$ cat src/design/logical_line_splicer_assert.svh
// ---------------------------------------------------------------------------
// Assertion macros for the logical line splicer
// Clocked on i_clk and disabled while i_rst_n is low; empty when SYNTH is set.
// ---------------------------------------------------------------------------
`ifndef LOGICAL_LINE_SPLICER_ASSERT_SVH
`define LOGICAL_LINE_SPLICER_ASSERT_SVH
`ifndef SYNTH
`define LLS_ASSERT_SAME(lbl, ante, cons) \
    lbl: assert property (@(posedge i_clk) disable iff (!i_rst_n) (ante) |-> (cons)) \
        else $error("logical line splicer: assertion failed");
`define LLS_ASSERT_NEXT(lbl, ante, cons) \
    lbl: assert property (@(posedge i_clk) disable iff (!i_rst_n) (ante) |=> (cons)) \
        else $error("logical line splicer: assertion failed");
`else
`define LLS_ASSERT_SAME(lbl, ante, cons)
`define LLS_ASSERT_NEXT(lbl, ante, cons)
`endif
`endif

$ cat src/design/lls_pkg.sv
// ---------------------------------------------------------------------------
// Logical line splicer package
// Operation codes, result kinds, queue sizing and byte constants.
// ---------------------------------------------------------------------------
package lls_pkg;

    localparam logic [7:0] LF_BYTE      = 8'h0A;
    localparam logic [7:0] CR_BYTE      = 8'h0D;
    localparam logic [7:0] ESCAPE_RESET = 8'h2F;

    // two entries per queue; pointers wrap explicitly
    localparam int QUEUE_DEPTH = 2;
    localparam int QUEUE_PTR_W = $clog2(QUEUE_DEPTH);
    localparam int QUEUE_CNT_W = $clog2(QUEUE_DEPTH + 1);

    typedef enum logic [1:0] {
        KIND_CHAR     = 2'd0,
        KIND_BOOKMARK = 2'd1,
        KIND_LINE_END = 2'd2
    } t_kind;

    // work handed from the front to the back
    typedef enum logic [2:0] {
        OP_CHAR,          // emit byte0
        OP_CHAR_PAIR,     // emit byte0, then byte1
        OP_CHAR_LINE_END, // emit byte0, then end the line
        OP_LINE_END,      // end the line
        OP_BOOKMARK       // advance row, emit splice bookmark
    } t_op_code;

    typedef struct packed {
        t_op_code    code;
        logic [7:0]  byte0;
        logic [7:0]  byte1;
    } t_op;

    typedef enum logic {
        BK_FIRST,
        BK_SECOND
    } t_back_state;

endpackage

$ cat src/design/logical_line_splicer.sv
// ---------------------------------------------------------------------------
// Logical line splicer
// Split a raw byte stream into logical lines with escape-newline splicing.
// ---------------------------------------------------------------------------
// Usage:
//   Input queue side: drive i_data_byte / i_end_of_file with push; a beat is
//   taken on a clock edge with push high and full low. Result queue side: a
//   result beat is on the o_* ports while empty is low and leaves on an edge
//   with pop high. Each input beat causes zero, one or two result beats; the
//   last one carries o_last.
//   Configuration: the escape byte is written through i_cfg_valid /
//   o_cfg_ready (always ready) while the block is idle; reset value is '/'.
//   Path: front end, operation queue, back end, result queue. Throughput:
//   one input beat per cycle while full is low; a two-result item holds the
//   back end until both are queued; one result write per cycle while not full.
//   Reset (synchronous, active low) empties both queues, clears the escape
//   and CR tracking, sets the row to 1 and the offset to 0.
//   Stall: when pop stays low the result queue fills, the back end holds,
//   the operation queue fills and full rises; no beat is lost.
// ---------------------------------------------------------------------------
module logical_line_splicer #(
    parameter int OFFSET_WIDTH = 16,
    parameter int ROW_WIDTH    = 32
) (
    input  logic                    i_clk,
    input  logic                    i_rst_n,
    // configuration write channel
    input  logic                    i_cfg_valid,
    output logic                    o_cfg_ready,
    input  logic [7:0]              i_cfg_escape_byte,
    // input queue
    input  logic                    push,
    output logic                    full,
    input  logic [7:0]              i_data_byte,
    input  logic                    i_end_of_file,
    // result queue
    output logic                    empty,
    input  logic                    pop,
    output logic [1:0]              o_kind,
    output logic [7:0]              o_char_out,
    output logic [ROW_WIDTH-1:0]    o_raw_row,
    output logic [OFFSET_WIDTH-1:0] o_line_offset,
    output logic                    o_offset_overflow,
    output logic                    o_last
);

    logic         accept;
    logic         op_valid;
    lls_pkg::t_op op_in;
    lls_pkg::t_op op_head;
    logic         op_empty;
    logic         op_pop;

    // register writes never stall
    assign o_cfg_ready = 1'b1;

    // take a beat whenever the operation queue has room
    assign accept = push && !full;

    // front: classify beats, track escape and CR LF state
    lls_front u_front (
        .i_clk             (i_clk),
        .i_rst_n           (i_rst_n),
        .i_cfg_valid       (i_cfg_valid),
        .i_cfg_escape_byte (i_cfg_escape_byte),
        .i_accept          (accept),
        .i_data_byte       (i_data_byte),
        .i_end_of_file     (i_end_of_file),
        .o_op_valid        (op_valid),
        .o_op              (op_in)
    );

    // decouple front and back; its fill level drives full
    lls_fifo #(
        .WIDTH ($bits(lls_pkg::t_op))
    ) u_op_fifo (
        .i_clk   (i_clk),
        .i_rst_n (i_rst_n),
        .i_wr    (op_valid),
        .i_wdata (op_in),
        .i_rd    (op_pop),
        .o_rdata (op_head),
        .o_full  (full),
        .o_empty (op_empty)
    );

    // back: advance row and offset, emit result beats
    lls_back #(
        .OFFSET_WIDTH (OFFSET_WIDTH),
        .ROW_WIDTH    (ROW_WIDTH)
    ) u_back (
        .i_clk             (i_clk),
        .i_rst_n           (i_rst_n),
        .i_op              (op_head),
        .i_op_empty        (op_empty),
        .o_op_pop          (op_pop),
        .i_pop             (pop),
        .o_empty           (empty),
        .o_kind            (o_kind),
        .o_char_out        (o_char_out),
        .o_raw_row         (o_raw_row),
        .o_line_offset     (o_line_offset),
        .o_offset_overflow (o_offset_overflow),
        .o_last            (o_last)
    );

endmodule

$ cat src/design/lls_fifo.sv
// ---------------------------------------------------------------------------
// Logical line splicer queue
// Small first-in first-out buffer of generic width.
// ---------------------------------------------------------------------------
module lls_fifo #(
    parameter int WIDTH = 8
) (
    input  logic             i_clk,
    input  logic             i_rst_n,
    input  logic             i_wr,
    input  logic [WIDTH-1:0] i_wdata,
    input  logic             i_rd,
    output logic [WIDTH-1:0] o_rdata,
    output logic             o_full,
    output logic             o_empty
);

    logic [WIDTH-1:0]                r_mem [lls_pkg::QUEUE_DEPTH];
    logic [lls_pkg::QUEUE_PTR_W-1:0] r_wr_ptr, n_wr_ptr;
    logic [lls_pkg::QUEUE_PTR_W-1:0] r_rd_ptr, n_rd_ptr;
    logic [lls_pkg::QUEUE_CNT_W-1:0] r_count, n_count;
    logic                            wr_en, rd_en;

    assign o_full  = (r_count == lls_pkg::QUEUE_CNT_W'(lls_pkg::QUEUE_DEPTH));
    assign o_empty = (r_count == '0);
    assign wr_en   = i_wr && !o_full;
    assign rd_en   = i_rd && !o_empty;
    assign o_rdata = r_mem[r_rd_ptr];

    always_comb begin
        n_wr_ptr = r_wr_ptr;
        n_rd_ptr = r_rd_ptr;
        n_count  = r_count;
        if (wr_en) begin
            n_wr_ptr = (r_wr_ptr == lls_pkg::QUEUE_PTR_W'(lls_pkg::QUEUE_DEPTH - 1)) ?
                       '0 : r_wr_ptr + 1'b1;
        end
        if (rd_en) begin
            n_rd_ptr = (r_rd_ptr == lls_pkg::QUEUE_PTR_W'(lls_pkg::QUEUE_DEPTH - 1)) ?
                       '0 : r_rd_ptr + 1'b1;
        end
        if (wr_en && !rd_en) begin
            n_count = r_count + 1'b1;
        end else if (rd_en && !wr_en) begin
            n_count = r_count - 1'b1;
        end
    end

    always_ff @(posedge i_clk) begin
        if (!i_rst_n) begin
            r_wr_ptr <= '0;
            r_rd_ptr <= '0;
            r_count  <= '0;
        end else begin
            r_wr_ptr <= n_wr_ptr;
            r_rd_ptr <= n_rd_ptr;
            r_count  <= n_count;
        end
    end

    always_ff @(posedge i_clk) begin
        if (wr_en) begin
            r_mem[r_wr_ptr] <= i_wdata;
        end
    end

endmodule

$ cat src/design/lls_front.sv
// ---------------------------------------------------------------------------
// Logical line splicer front end
// Classify each accepted beat into an operation for the back end.
// ---------------------------------------------------------------------------
module lls_front (
    input  logic         i_clk,
    input  logic         i_rst_n,
    input  logic         i_cfg_valid,
    input  logic [7:0]   i_cfg_escape_byte,
    input  logic         i_accept,
    input  logic [7:0]   i_data_byte,
    input  logic         i_end_of_file,
    output logic         o_op_valid,
    output lls_pkg::t_op o_op
);

    logic [7:0] r_escape_byte;
    logic       r_escape_pending, n_escape_pending;
    logic       r_swallow_lf, n_swallow_lf;
    logic       r_stream_done, n_stream_done;
    logic       is_newline;
    logic       is_escape;

    assign is_newline = (i_data_byte == lls_pkg::LF_BYTE) || (i_data_byte == lls_pkg::CR_BYTE);
    assign is_escape  = (i_data_byte == r_escape_byte);

    always_comb begin
        n_escape_pending = r_escape_pending;
        n_swallow_lf     = r_swallow_lf;
        n_stream_done    = r_stream_done;
        o_op_valid       = 1'b0;
        o_op.code        = lls_pkg::OP_CHAR;
        o_op.byte0       = i_data_byte;
        o_op.byte1       = i_data_byte;
        if (i_accept && !r_stream_done) begin
            if (i_end_of_file) begin
                n_swallow_lf     = 1'b0;
                n_escape_pending = 1'b0;
                n_stream_done    = 1'b1;
                o_op_valid       = 1'b1;
                o_op.byte0       = r_escape_byte;
                o_op.code        = r_escape_pending ? lls_pkg::OP_CHAR_LINE_END :
                                                      lls_pkg::OP_LINE_END;
            end else if (r_swallow_lf && (i_data_byte == lls_pkg::LF_BYTE)) begin
                // drop the LF of a CR LF pair
                n_swallow_lf = 1'b0;
            end else begin
                n_swallow_lf = (i_data_byte == lls_pkg::CR_BYTE);
                if (r_escape_pending) begin
                    o_op_valid = 1'b1;
                    o_op.byte0 = r_escape_byte;
                    if (is_newline) begin
                        n_escape_pending = 1'b0;
                        o_op.code        = lls_pkg::OP_BOOKMARK;
                    end else if (is_escape) begin
                        // release the old escape, hold the new one
                        o_op.code = lls_pkg::OP_CHAR;
                    end else begin
                        n_escape_pending = 1'b0;
                        o_op.code        = lls_pkg::OP_CHAR_PAIR;
                    end
                end else if (is_newline) begin
                    o_op_valid = 1'b1;
                    o_op.code  = lls_pkg::OP_LINE_END;
                end else if (is_escape) begin
                    n_escape_pending = 1'b1;
                end else begin
                    o_op_valid = 1'b1;
                    o_op.code  = lls_pkg::OP_CHAR;
                end
            end
        end
    end

    always_ff @(posedge i_clk) begin
        if (!i_rst_n) begin
            r_escape_byte    <= lls_pkg::ESCAPE_RESET;
            r_escape_pending <= 1'b0;
            r_swallow_lf     <= 1'b0;
            r_stream_done    <= 1'b0;
        end else begin
            if (i_cfg_valid) begin
                r_escape_byte <= i_cfg_escape_byte;
            end
            r_escape_pending <= n_escape_pending;
            r_swallow_lf     <= n_swallow_lf;
            r_stream_done    <= n_stream_done;
        end
    end

endmodule

$ cat src/design/lls_back.sv
// ---------------------------------------------------------------------------
// Logical line splicer back end
// Carry out operations, track row and offset, queue result beats.
// ---------------------------------------------------------------------------
`include "logical_line_splicer_assert.svh"

module lls_back #(
    parameter int OFFSET_WIDTH = 16,
    parameter int ROW_WIDTH    = 32
) (
    input  logic                    i_clk,
    input  logic                    i_rst_n,
    input  lls_pkg::t_op            i_op,
    input  logic                    i_op_empty,
    output logic                    o_op_pop,
    input  logic                    i_pop,
    output logic                    o_empty,
    output logic [1:0]              o_kind,
    output logic [7:0]              o_char_out,
    output logic [ROW_WIDTH-1:0]    o_raw_row,
    output logic [OFFSET_WIDTH-1:0] o_line_offset,
    output logic                    o_offset_overflow,
    output logic                    o_last
);

    localparam int RES_W = 2 + 8 + ROW_WIDTH + OFFSET_WIDTH + 2;
    localparam logic [OFFSET_WIDTH-1:0] OFFSET_MAX = '1;

    lls_pkg::t_back_state    r_state, n_state;
    logic [ROW_WIDTH-1:0]    r_row_count, n_row_count;
    logic [OFFSET_WIDTH-1:0] r_char_count, n_char_count;
    logic                    r_overflow_seen, n_overflow_seen;

    logic                    res_full;
    logic                    fire;
    logic                    two_beats;
    logic                    sel_char;
    logic                    sel_line_end;
    logic                    sel_bookmark;
    logic [7:0]              sel_byte;
    lls_pkg::t_kind          res_kind;
    logic [7:0]              res_char;
    logic [ROW_WIDTH-1:0]    res_row;
    logic [OFFSET_WIDTH-1:0] res_offset;
    logic                    res_ovf;
    logic                    res_last;
    logic [RES_W-1:0]        res_wdata;
    logic [RES_W-1:0]        res_rdata;

    assign fire      = !i_op_empty && !res_full;
    assign two_beats = (i_op.code == lls_pkg::OP_CHAR_PAIR) ||
                       (i_op.code == lls_pkg::OP_CHAR_LINE_END);

    // next state
    always_comb begin
        n_state = r_state;
        case (r_state)
            lls_pkg::BK_FIRST: begin
                if (fire && two_beats) begin
                    n_state = lls_pkg::BK_SECOND;
                end
            end
            lls_pkg::BK_SECOND: begin
                if (fire) begin
                    n_state = lls_pkg::BK_FIRST;
                end
            end
            default: n_state = lls_pkg::BK_FIRST;
        endcase
    end

    // beat selection per state
    always_comb begin
        sel_char     = 1'b0;
        sel_line_end = 1'b0;
        sel_bookmark = 1'b0;
        sel_byte     = i_op.byte0;
        res_last     = 1'b1;
        case (r_state)
            lls_pkg::BK_FIRST: begin
                case (i_op.code)
                    lls_pkg::OP_CHAR: sel_char = 1'b1;
                    lls_pkg::OP_CHAR_PAIR, lls_pkg::OP_CHAR_LINE_END: begin
                        sel_char = 1'b1;
                        res_last = 1'b0;
                    end
                    lls_pkg::OP_LINE_END: sel_line_end = 1'b1;
                    lls_pkg::OP_BOOKMARK: sel_bookmark = 1'b1;
                    default: sel_char = 1'b1;
                endcase
            end
            lls_pkg::BK_SECOND: begin
                if (i_op.code == lls_pkg::OP_CHAR_LINE_END) begin
                    sel_line_end = 1'b1;
                end else begin
                    sel_char = 1'b1;
                    sel_byte = i_op.byte1;
                end
            end
            default: sel_char = 1'b1;
        endcase
        o_op_pop = fire && res_last;
    end

    // result fields and counter updates
    always_comb begin
        n_row_count     = r_row_count;
        n_char_count    = r_char_count;
        n_overflow_seen = r_overflow_seen;
        res_kind        = lls_pkg::KIND_CHAR;
        res_char        = 8'h00;
        res_row         = r_row_count;
        res_offset      = r_char_count;
        res_ovf         = r_overflow_seen;
        if (sel_char) begin
            res_char = sel_byte;
            if (fire) begin
                if (r_char_count == OFFSET_MAX) begin
                    n_overflow_seen = 1'b1;
                end else begin
                    n_char_count = r_char_count + 1'b1;
                end
            end
        end else if (sel_line_end) begin
            res_kind = lls_pkg::KIND_LINE_END;
            if (fire) begin
                n_row_count     = r_row_count + 1'b1;
                n_char_count    = '0;
                n_overflow_seen = 1'b0;
            end
        end else if (sel_bookmark) begin
            res_kind = lls_pkg::KIND_BOOKMARK;
            res_row  = r_row_count + 1'b1;
            if (fire) begin
                n_row_count = r_row_count + 1'b1;
            end
        end
    end

    assign res_wdata = {res_kind, res_char, res_row, res_offset, res_ovf, res_last};

    always_ff @(posedge i_clk) begin
        if (!i_rst_n) begin
            r_state         <= lls_pkg::BK_FIRST;
            r_row_count     <= ROW_WIDTH'(1);
            r_char_count    <= '0;
            r_overflow_seen <= 1'b0;
        end else begin
            r_state         <= n_state;
            r_row_count     <= n_row_count;
            r_char_count    <= n_char_count;
            r_overflow_seen <= n_overflow_seen;
        end
    end

    lls_fifo #(
        .WIDTH (RES_W)
    ) u_res_fifo (
        .i_clk   (i_clk),
        .i_rst_n (i_rst_n),
        .i_wr    (fire),
        .i_wdata (res_wdata),
        .i_rd    (i_pop),
        .o_rdata (res_rdata),
        .o_full  (res_full),
        .o_empty (o_empty)
    );

    assign o_kind            = res_rdata[RES_W-1 -: 2];
    assign o_char_out        = res_rdata[RES_W-3 -: 8];
    assign o_raw_row         = res_rdata[OFFSET_WIDTH+2 +: ROW_WIDTH];
    assign o_line_offset     = res_rdata[2 +: OFFSET_WIDTH];
    assign o_offset_overflow = res_rdata[1];
    assign o_last            = res_rdata[0];

    `LLS_ASSERT_SAME(a_second_needs_pair, r_state == lls_pkg::BK_SECOND, !i_op_empty && two_beats)
    `LLS_ASSERT_SAME(a_pop_on_last, o_op_pop, fire && res_last)
    `LLS_ASSERT_SAME(a_overflow_at_max, r_overflow_seen, r_char_count == OFFSET_MAX)
    `LLS_ASSERT_NEXT(a_line_end_clears, fire && sel_line_end, r_char_count == '0 && !r_overflow_seen)

endmodule

$ cat config.mk
export PLATFORM = sky130hd
export DESIGN_NAME = logical_line_splicer
export DESIGN_NICKNAME = d
export VERILOG_FILES = /design/src/design/lls_pkg.sv /design/src/design/logical_line_splicer.sv /design/src/design/lls_fifo.sv /design/src/design/lls_front.sv /design/src/design/lls_back.sv
export VERILOG_INCLUDE_DIRS = /design/src /design/src/design
export SDC_FILE = /design/constraint.sdc
export NUM_CORES = 1
export LEC_CHECK = 0
export BUFFER_PORTS_ARGS = -buffer_cell sky130_fd_sc_hd__clkbuf_2
export CAP_MARGIN = 10
export CORE_MARGIN = 8
export CORE_UTILIZATION = 55
export CTS_BUF_LIST = sky130_fd_sc_hd__clkbuf_4
export DETAILED_ROUTE_END_ITERATION = 10
export MAX_ROUTING_LAYER = met4
export PLACE_DENSITY = 0.74
export SYNTH_ARGS = -nofsm -noshare
export SYNTH_HDL_FRONTEND = slang
export SYNTH_SLANG_ARGS = --single-unit
$ cat constraint.sdc
create_clock -name i_clk -period 9.4 [get_ports i_clk]
set_clock_uncertainty 0.05 [all_clocks]
set_input_delay 1.41 -clock i_clk [delete_from_list [all_inputs] [get_ports i_clk]]
set_output_delay 1.41 -clock i_clk [all_outputs]
set_load 0.01 [all_outputs]
==> tab_implementation.tex <==
\begin{tabular}{lr}
\hline
Metric & Value \\
\hline
\multicolumn{2}{l}{\textbf{Clock tree}} \\
Clock root buffer & sky130\_fd\_sc\_hd\_\_clkbuf\_4 \\
Setup Buffers After CTS & 0 \\
Hold-fix buffers at CTS & 0 \\
Number of H-tree branching levels & 2 \\
Num CTS Buffers & 57 \\
Gates resized, CTS repair & 0 \\
Reg clk slew, reported paths & 0.06 ns \\
Worst skew pair latency & 0.66 ns \\
Largest buffer count on any clock path & 3 \\
Clock tree from TritonCTS & done \\
Number of sinks driven by the clock tree & 229 \\
\multicolumn{2}{l}{\textbf{Timing}} \\
Rel. slew slack & 0.180 \\
Accumulated negative setup slack & 0 ns \\
Endpoints failing setup & 0 \\
Setup repair after global routing missed its margin & false \\
Fmax & 0.252 GHz \\
Transition time at the pin with the least slew margin & 1.22 ns \\
Final-report hold violation count & 0 \\
Final period utilization & 0.422 \\
Max-slew violation count & 0 \\
Final worst path period need & 3.97 ns \\
\multicolumn{2}{l}{\textbf{Power}} \\
Areal power density over the cells & 275 nW/µm² \\
Worst supply voltage drop on vdd & 159 µV \\
Clk pwr share & 0.271 \\
Sequential share of power & 0.456 \\
Pleak & 4.15 nW \\
Internal power of the cells & 2.20 mW \\
Switch share & 0.308 \\
Comb power frac & 0.273 \\
Overall power & 3.18 mW \\
Power spent charging and discharging nets & 979 µW \\
\multicolumn{2}{l}{\textbf{Worst setup path}} \\
Category of the most critical setup path & flip-flop to output port \\
Required arrival time at the worst endpoint & 7.94 ns \\
Critical path peak fanout & 34 \\
Buffer and inverter count on the worst path & 2 \\
Chain of cells forming the critical path & buf\_4 > mux2\_2 > clkbuf\_2 \\
Number of stages on the worst setup path & 3 \\
Startpoint type of the worst setup path & flip-flop \\
Reg-to-reg endpoint & u\_back.r\_char\_count[9]\$\_SDFFE\_PN0P\_ \\
Cell with the largest stage delay on the worst path & sky130\_fd\_sc\_hd\_\_dfxtp\_2 \\
Worst reg-to-reg path cell count & 6 \\
Family with the most delay on the worst path & flip-flops \\
Setup slack on the worst flop-to-flop path & 6.02 ns \\
Signal arrival time at the worst endpoint & 2.51 ns \\
Peak per-stage delay on the critical path & 0.77 ns \\
Critical Path Sink Type & output port \\
End of the critical path & o\_raw\_row[0] \\
\multicolumn{2}{l}{\textbf{GRT}} \\
GRT Total Usage & 0.172 \\
Vias in the first global route & 6690 \\
Wire length of the first global-routing pass & 32300 µm \\
Maximum number of pins on one net before global-route repair & 49 \\
Overall overflow remaining after global route & 0 \\
Antenna violations before repair & 1 \\
\multicolumn{2}{l}{\textbf{Synth}} \\
Most instantiated library cell after synthesis & sky130\_fd\_sc\_hd\_\_edfxtp\_1 \\
Most area-consuming cells after synthesis & sky130\_fd\_sc\_hd\_\_edfxtp\_1 46\%, sky130\_fd\_sc\_hd\_\_dfxtp\_1 14\%, sky130\_fd\_sc\_hd\_\_mux2\_2 7.5\% \\
Gate Count Post-Synth & 791 \\
Mean post-synth cell area & 13.0 µm² \\
Synth Net Count & 817 \\
Sequential share of the synthesized area & 0.601 \\
Unique masters post-synth & 73 \\
EDFF count, synth & 158 \\
Synth cell count leaders & 158 x sky130\_fd\_sc\_hd\_\_edfxtp\_1, 71 x sky130\_fd\_sc\_hd\_\_dfxtp\_1, 68 x sky130\_fd\_sc\_hd\_\_mux2\_2, 59 x sky130\_fd\_sc\_hd\_\_nand2\_1, 36 x sky130\_fd\_sc\_hd\_\_xor2\_1 \\
Number of warnings printed during yosys synthesis & 0 \\
Most area-hungry cell type in the Yosys netlist & sky130\_fd\_sc\_hd\_\_edfxtp\_1 \\
Number of synthesized register bits & 229 \\
Asr flop ratio synth & 0 \\
Area fraction of the dominant cell type after synthesis & 0.463 \\
Most used DFF post-synth & sky130\_fd\_sc\_hd\_\_edfxtp\_1 \\
Post-Syn Area & 10300 µm² \\
\multicolumn{2}{l}{\textbf{Hold path}} \\
Worst hold path type & flip-flop to flip-flop \\
Hold path startpoint & u\_front.r\_stream\_done\$\_SDFFE\_PN0P\_ \\
\multicolumn{2}{l}{\textbf{Route}} \\
Post-detailed-routing wire length & 19700 µm \\
1st-pass router iterations & 6 \\
Final routed wire length divided by cell count & 16.7 µm \\
Mean number of vias per cell & 5.62 \\
Detail Route Antenna Nets & 0 \\
Number of vias in the routed layout & 6654 \\
Total DRC errors in the routed layout & 0 \\
Detailed router's first-iteration violation count & 343 \\
\multicolumn{2}{l}{\textbf{Layout}} \\
Area growth from synthesis to layout & 12.9\% \\
Number of fill cells & 1479 \\
Share of final-layout standard cells stronger than drive strength 1 & 0.297 \\
Area taken by multi-input logic gates & 3830 µm² \\
Total non-filler cell area in the finished layout & 11600 µm² \\
Number of nets at the end of the flow & 925 \\
Register area & 6170 µm² \\
\multicolumn{2}{l}{\textbf{Floorplanning}} \\
Row cnt & 50 \\
CORE AREA & 18500 µm² \\
I/O pin count & 85 \\
Height of the die & 153 µm \\
Die outline area & 23300 µm² \\
Horiz. Die Dim & 153 µm \\
Starting utilization of the core area & 0.554 \\
\multicolumn{2}{l}{\textbf{Placed design}} \\
\# port buffers & 83 \\
DPL Wire Length & 12900 µm \\
Area after DPL & 10800 µm² \\
Final Wtd Congestion & 0.799 \\
\multicolumn{2}{l}{\textbf{Run status}} \\
Outcome & completed \\
\multicolumn{2}{l}{\textbf{Flow run}} \\
Maxcap violations & 0 \\
\hline
\end{tabular}
final cells by class:
class	instances	area share
multi-input cells	511	0.331
inverters	12	0.00389
well taps	234	0.0253
flip-flops and latches	229	0.533
clock buffers	88	0.0571
repair buffers	88	0.0391
clock inverters	19	0.0108
diodes	2	0.000432
power groups by stage:
stage / clock network (mW) / logic (mW) / registers, mW
floorplan: 0 / 0.611 / 1.43
global placement: 0 / 0.877 / 1.46
detailed placement: 0 / 0.887 / 1.48
CTS: 0.885 / 0.893 / 1.46
global route: 0.940 / 0.955 / 1.47
finish: 0.863 / 0.870 / 1.45
cell families after synthesis:
group / after synthesis / share of synthesized area
compound gates: 107 / 0.0699
xor+xnor: 56 / 0.0478
fa+ha+maj: 4 / 0.00488
buf+inv: 51 / 0.0268
flops: 229 / 0.601
mux: 96 / 0.112
other cells: 1 / 0.000366
simple gates: 247 / 0.137
per-layer routing:
layer	vias up	routed length (µm)	track usage
met5	-	0	-
met2	161	9680	0.288
li1	3272	-	-
met3	26	1000	0.0428
met4	0	286	0.0551
met1	3195	8770	0.200
how the worst min path moves through the flow:
stage,end,depth (start not counted)
after global routing,u_op_fifo.r_count[1]$_SDFFE_PN0P_,2
final,u_front.r_stream_done$_SDFFE_PN0P_,2
after detailed placement,u_back.u_res_fifo.r_mem[1][1]$_DFFE_PP_,0
after global placement,u_op_fifo.r_count[1]$_SDFFE_PN0P_,2
after floorplan,u_back.u_res_fifo.r_mem[0][1]$_DFFE_PP_,0
after CTS,u_front.r_stream_done$_SDFFE_PN0P_,2
registers in the layout, summed over array words and instances, names as in the netlist, 2 cells and up, named ones only:
name and flops:
u_back.r_char_count 16, u_back.u_res_fifo.r_count 2, u_back.u_res_fifo.r_mem 120, u_back.r_row_count 32, u_op_fifo.r_count 2, u_front.r_escape_byte 8, u_op_fifo.r_mem 38
cell usage in the layout, fill, tap and decap left out, types with 7 or more instances in the layout:
master                       n
sky130_fd_sc_hd__edfxtp_1  158
sky130_fd_sc_hd__clkbuf_4   88
sky130_fd_sc_hd__clkbuf_2   83
sky130_fd_sc_hd__dfxtp_1    70
sky130_fd_sc_hd__mux2_2     68
sky130_fd_sc_hd__nand2_1    59
sky130_fd_sc_hd__xor2_1     36
sky130_fd_sc_hd__a21oi_1    35
sky130_fd_sc_hd__nor2_1     34
sky130_fd_sc_hd__xnor2_1    20
sky130_fd_sc_hd__nand3_1    20
sky130_fd_sc_hd__mux2i_1    20
sky130_fd_sc_hd__o21ai_0    19
sky130_fd_sc_hd__nand2b_1   15
sky130_fd_sc_hd__clkinv_1   15
sky130_fd_sc_hd__or4_1      14
sky130_fd_sc_hd__and2_1     14
sky130_fd_sc_hd__nor3_1     14
sky130_fd_sc_hd__o31ai_1    14
sky130_fd_sc_hd__inv_1      12
sky130_fd_sc_hd__nand4_1    12
sky130_fd_sc_hd__or3_1      11
sky130_fd_sc_hd__mux4_2      8
sky130_fd_sc_hd__and4_1      8
sky130_fd_sc_hd__a211oi_1    8
sky130_fd_sc_hd__nor4_1      7
worst register-to-register path: cells and delay by family (launching register included):
kind,cells,cell delay (ns)
DFF,1,1.02
AOI/OAI and AO/OA,3,1.10
and+or+nand+nor,2,0.75
buffers and inverters,1,0.41
per-stage QoR:
| step | instances | hold slack (ns) | util | worst slack, ns |
|---|---|---|---|---|
| after floorplan | 791 | 0.376 | - | 5.04 |
| after global placement | 1074 | 0.426 | 0.583 | 5.44 |
| after detailed placement | 1074 | 0.435 | 0.583 | 5.43 |
| after CTS | 1181 | 0.457 | 0.625 | 5.29 |
| after global routing | 1183 | 0.481 | 0.625 | 5.23 |
| final | 1183 | 0.454 | 0.625 | 5.43 |
Power figures use the tool's default switching activity.
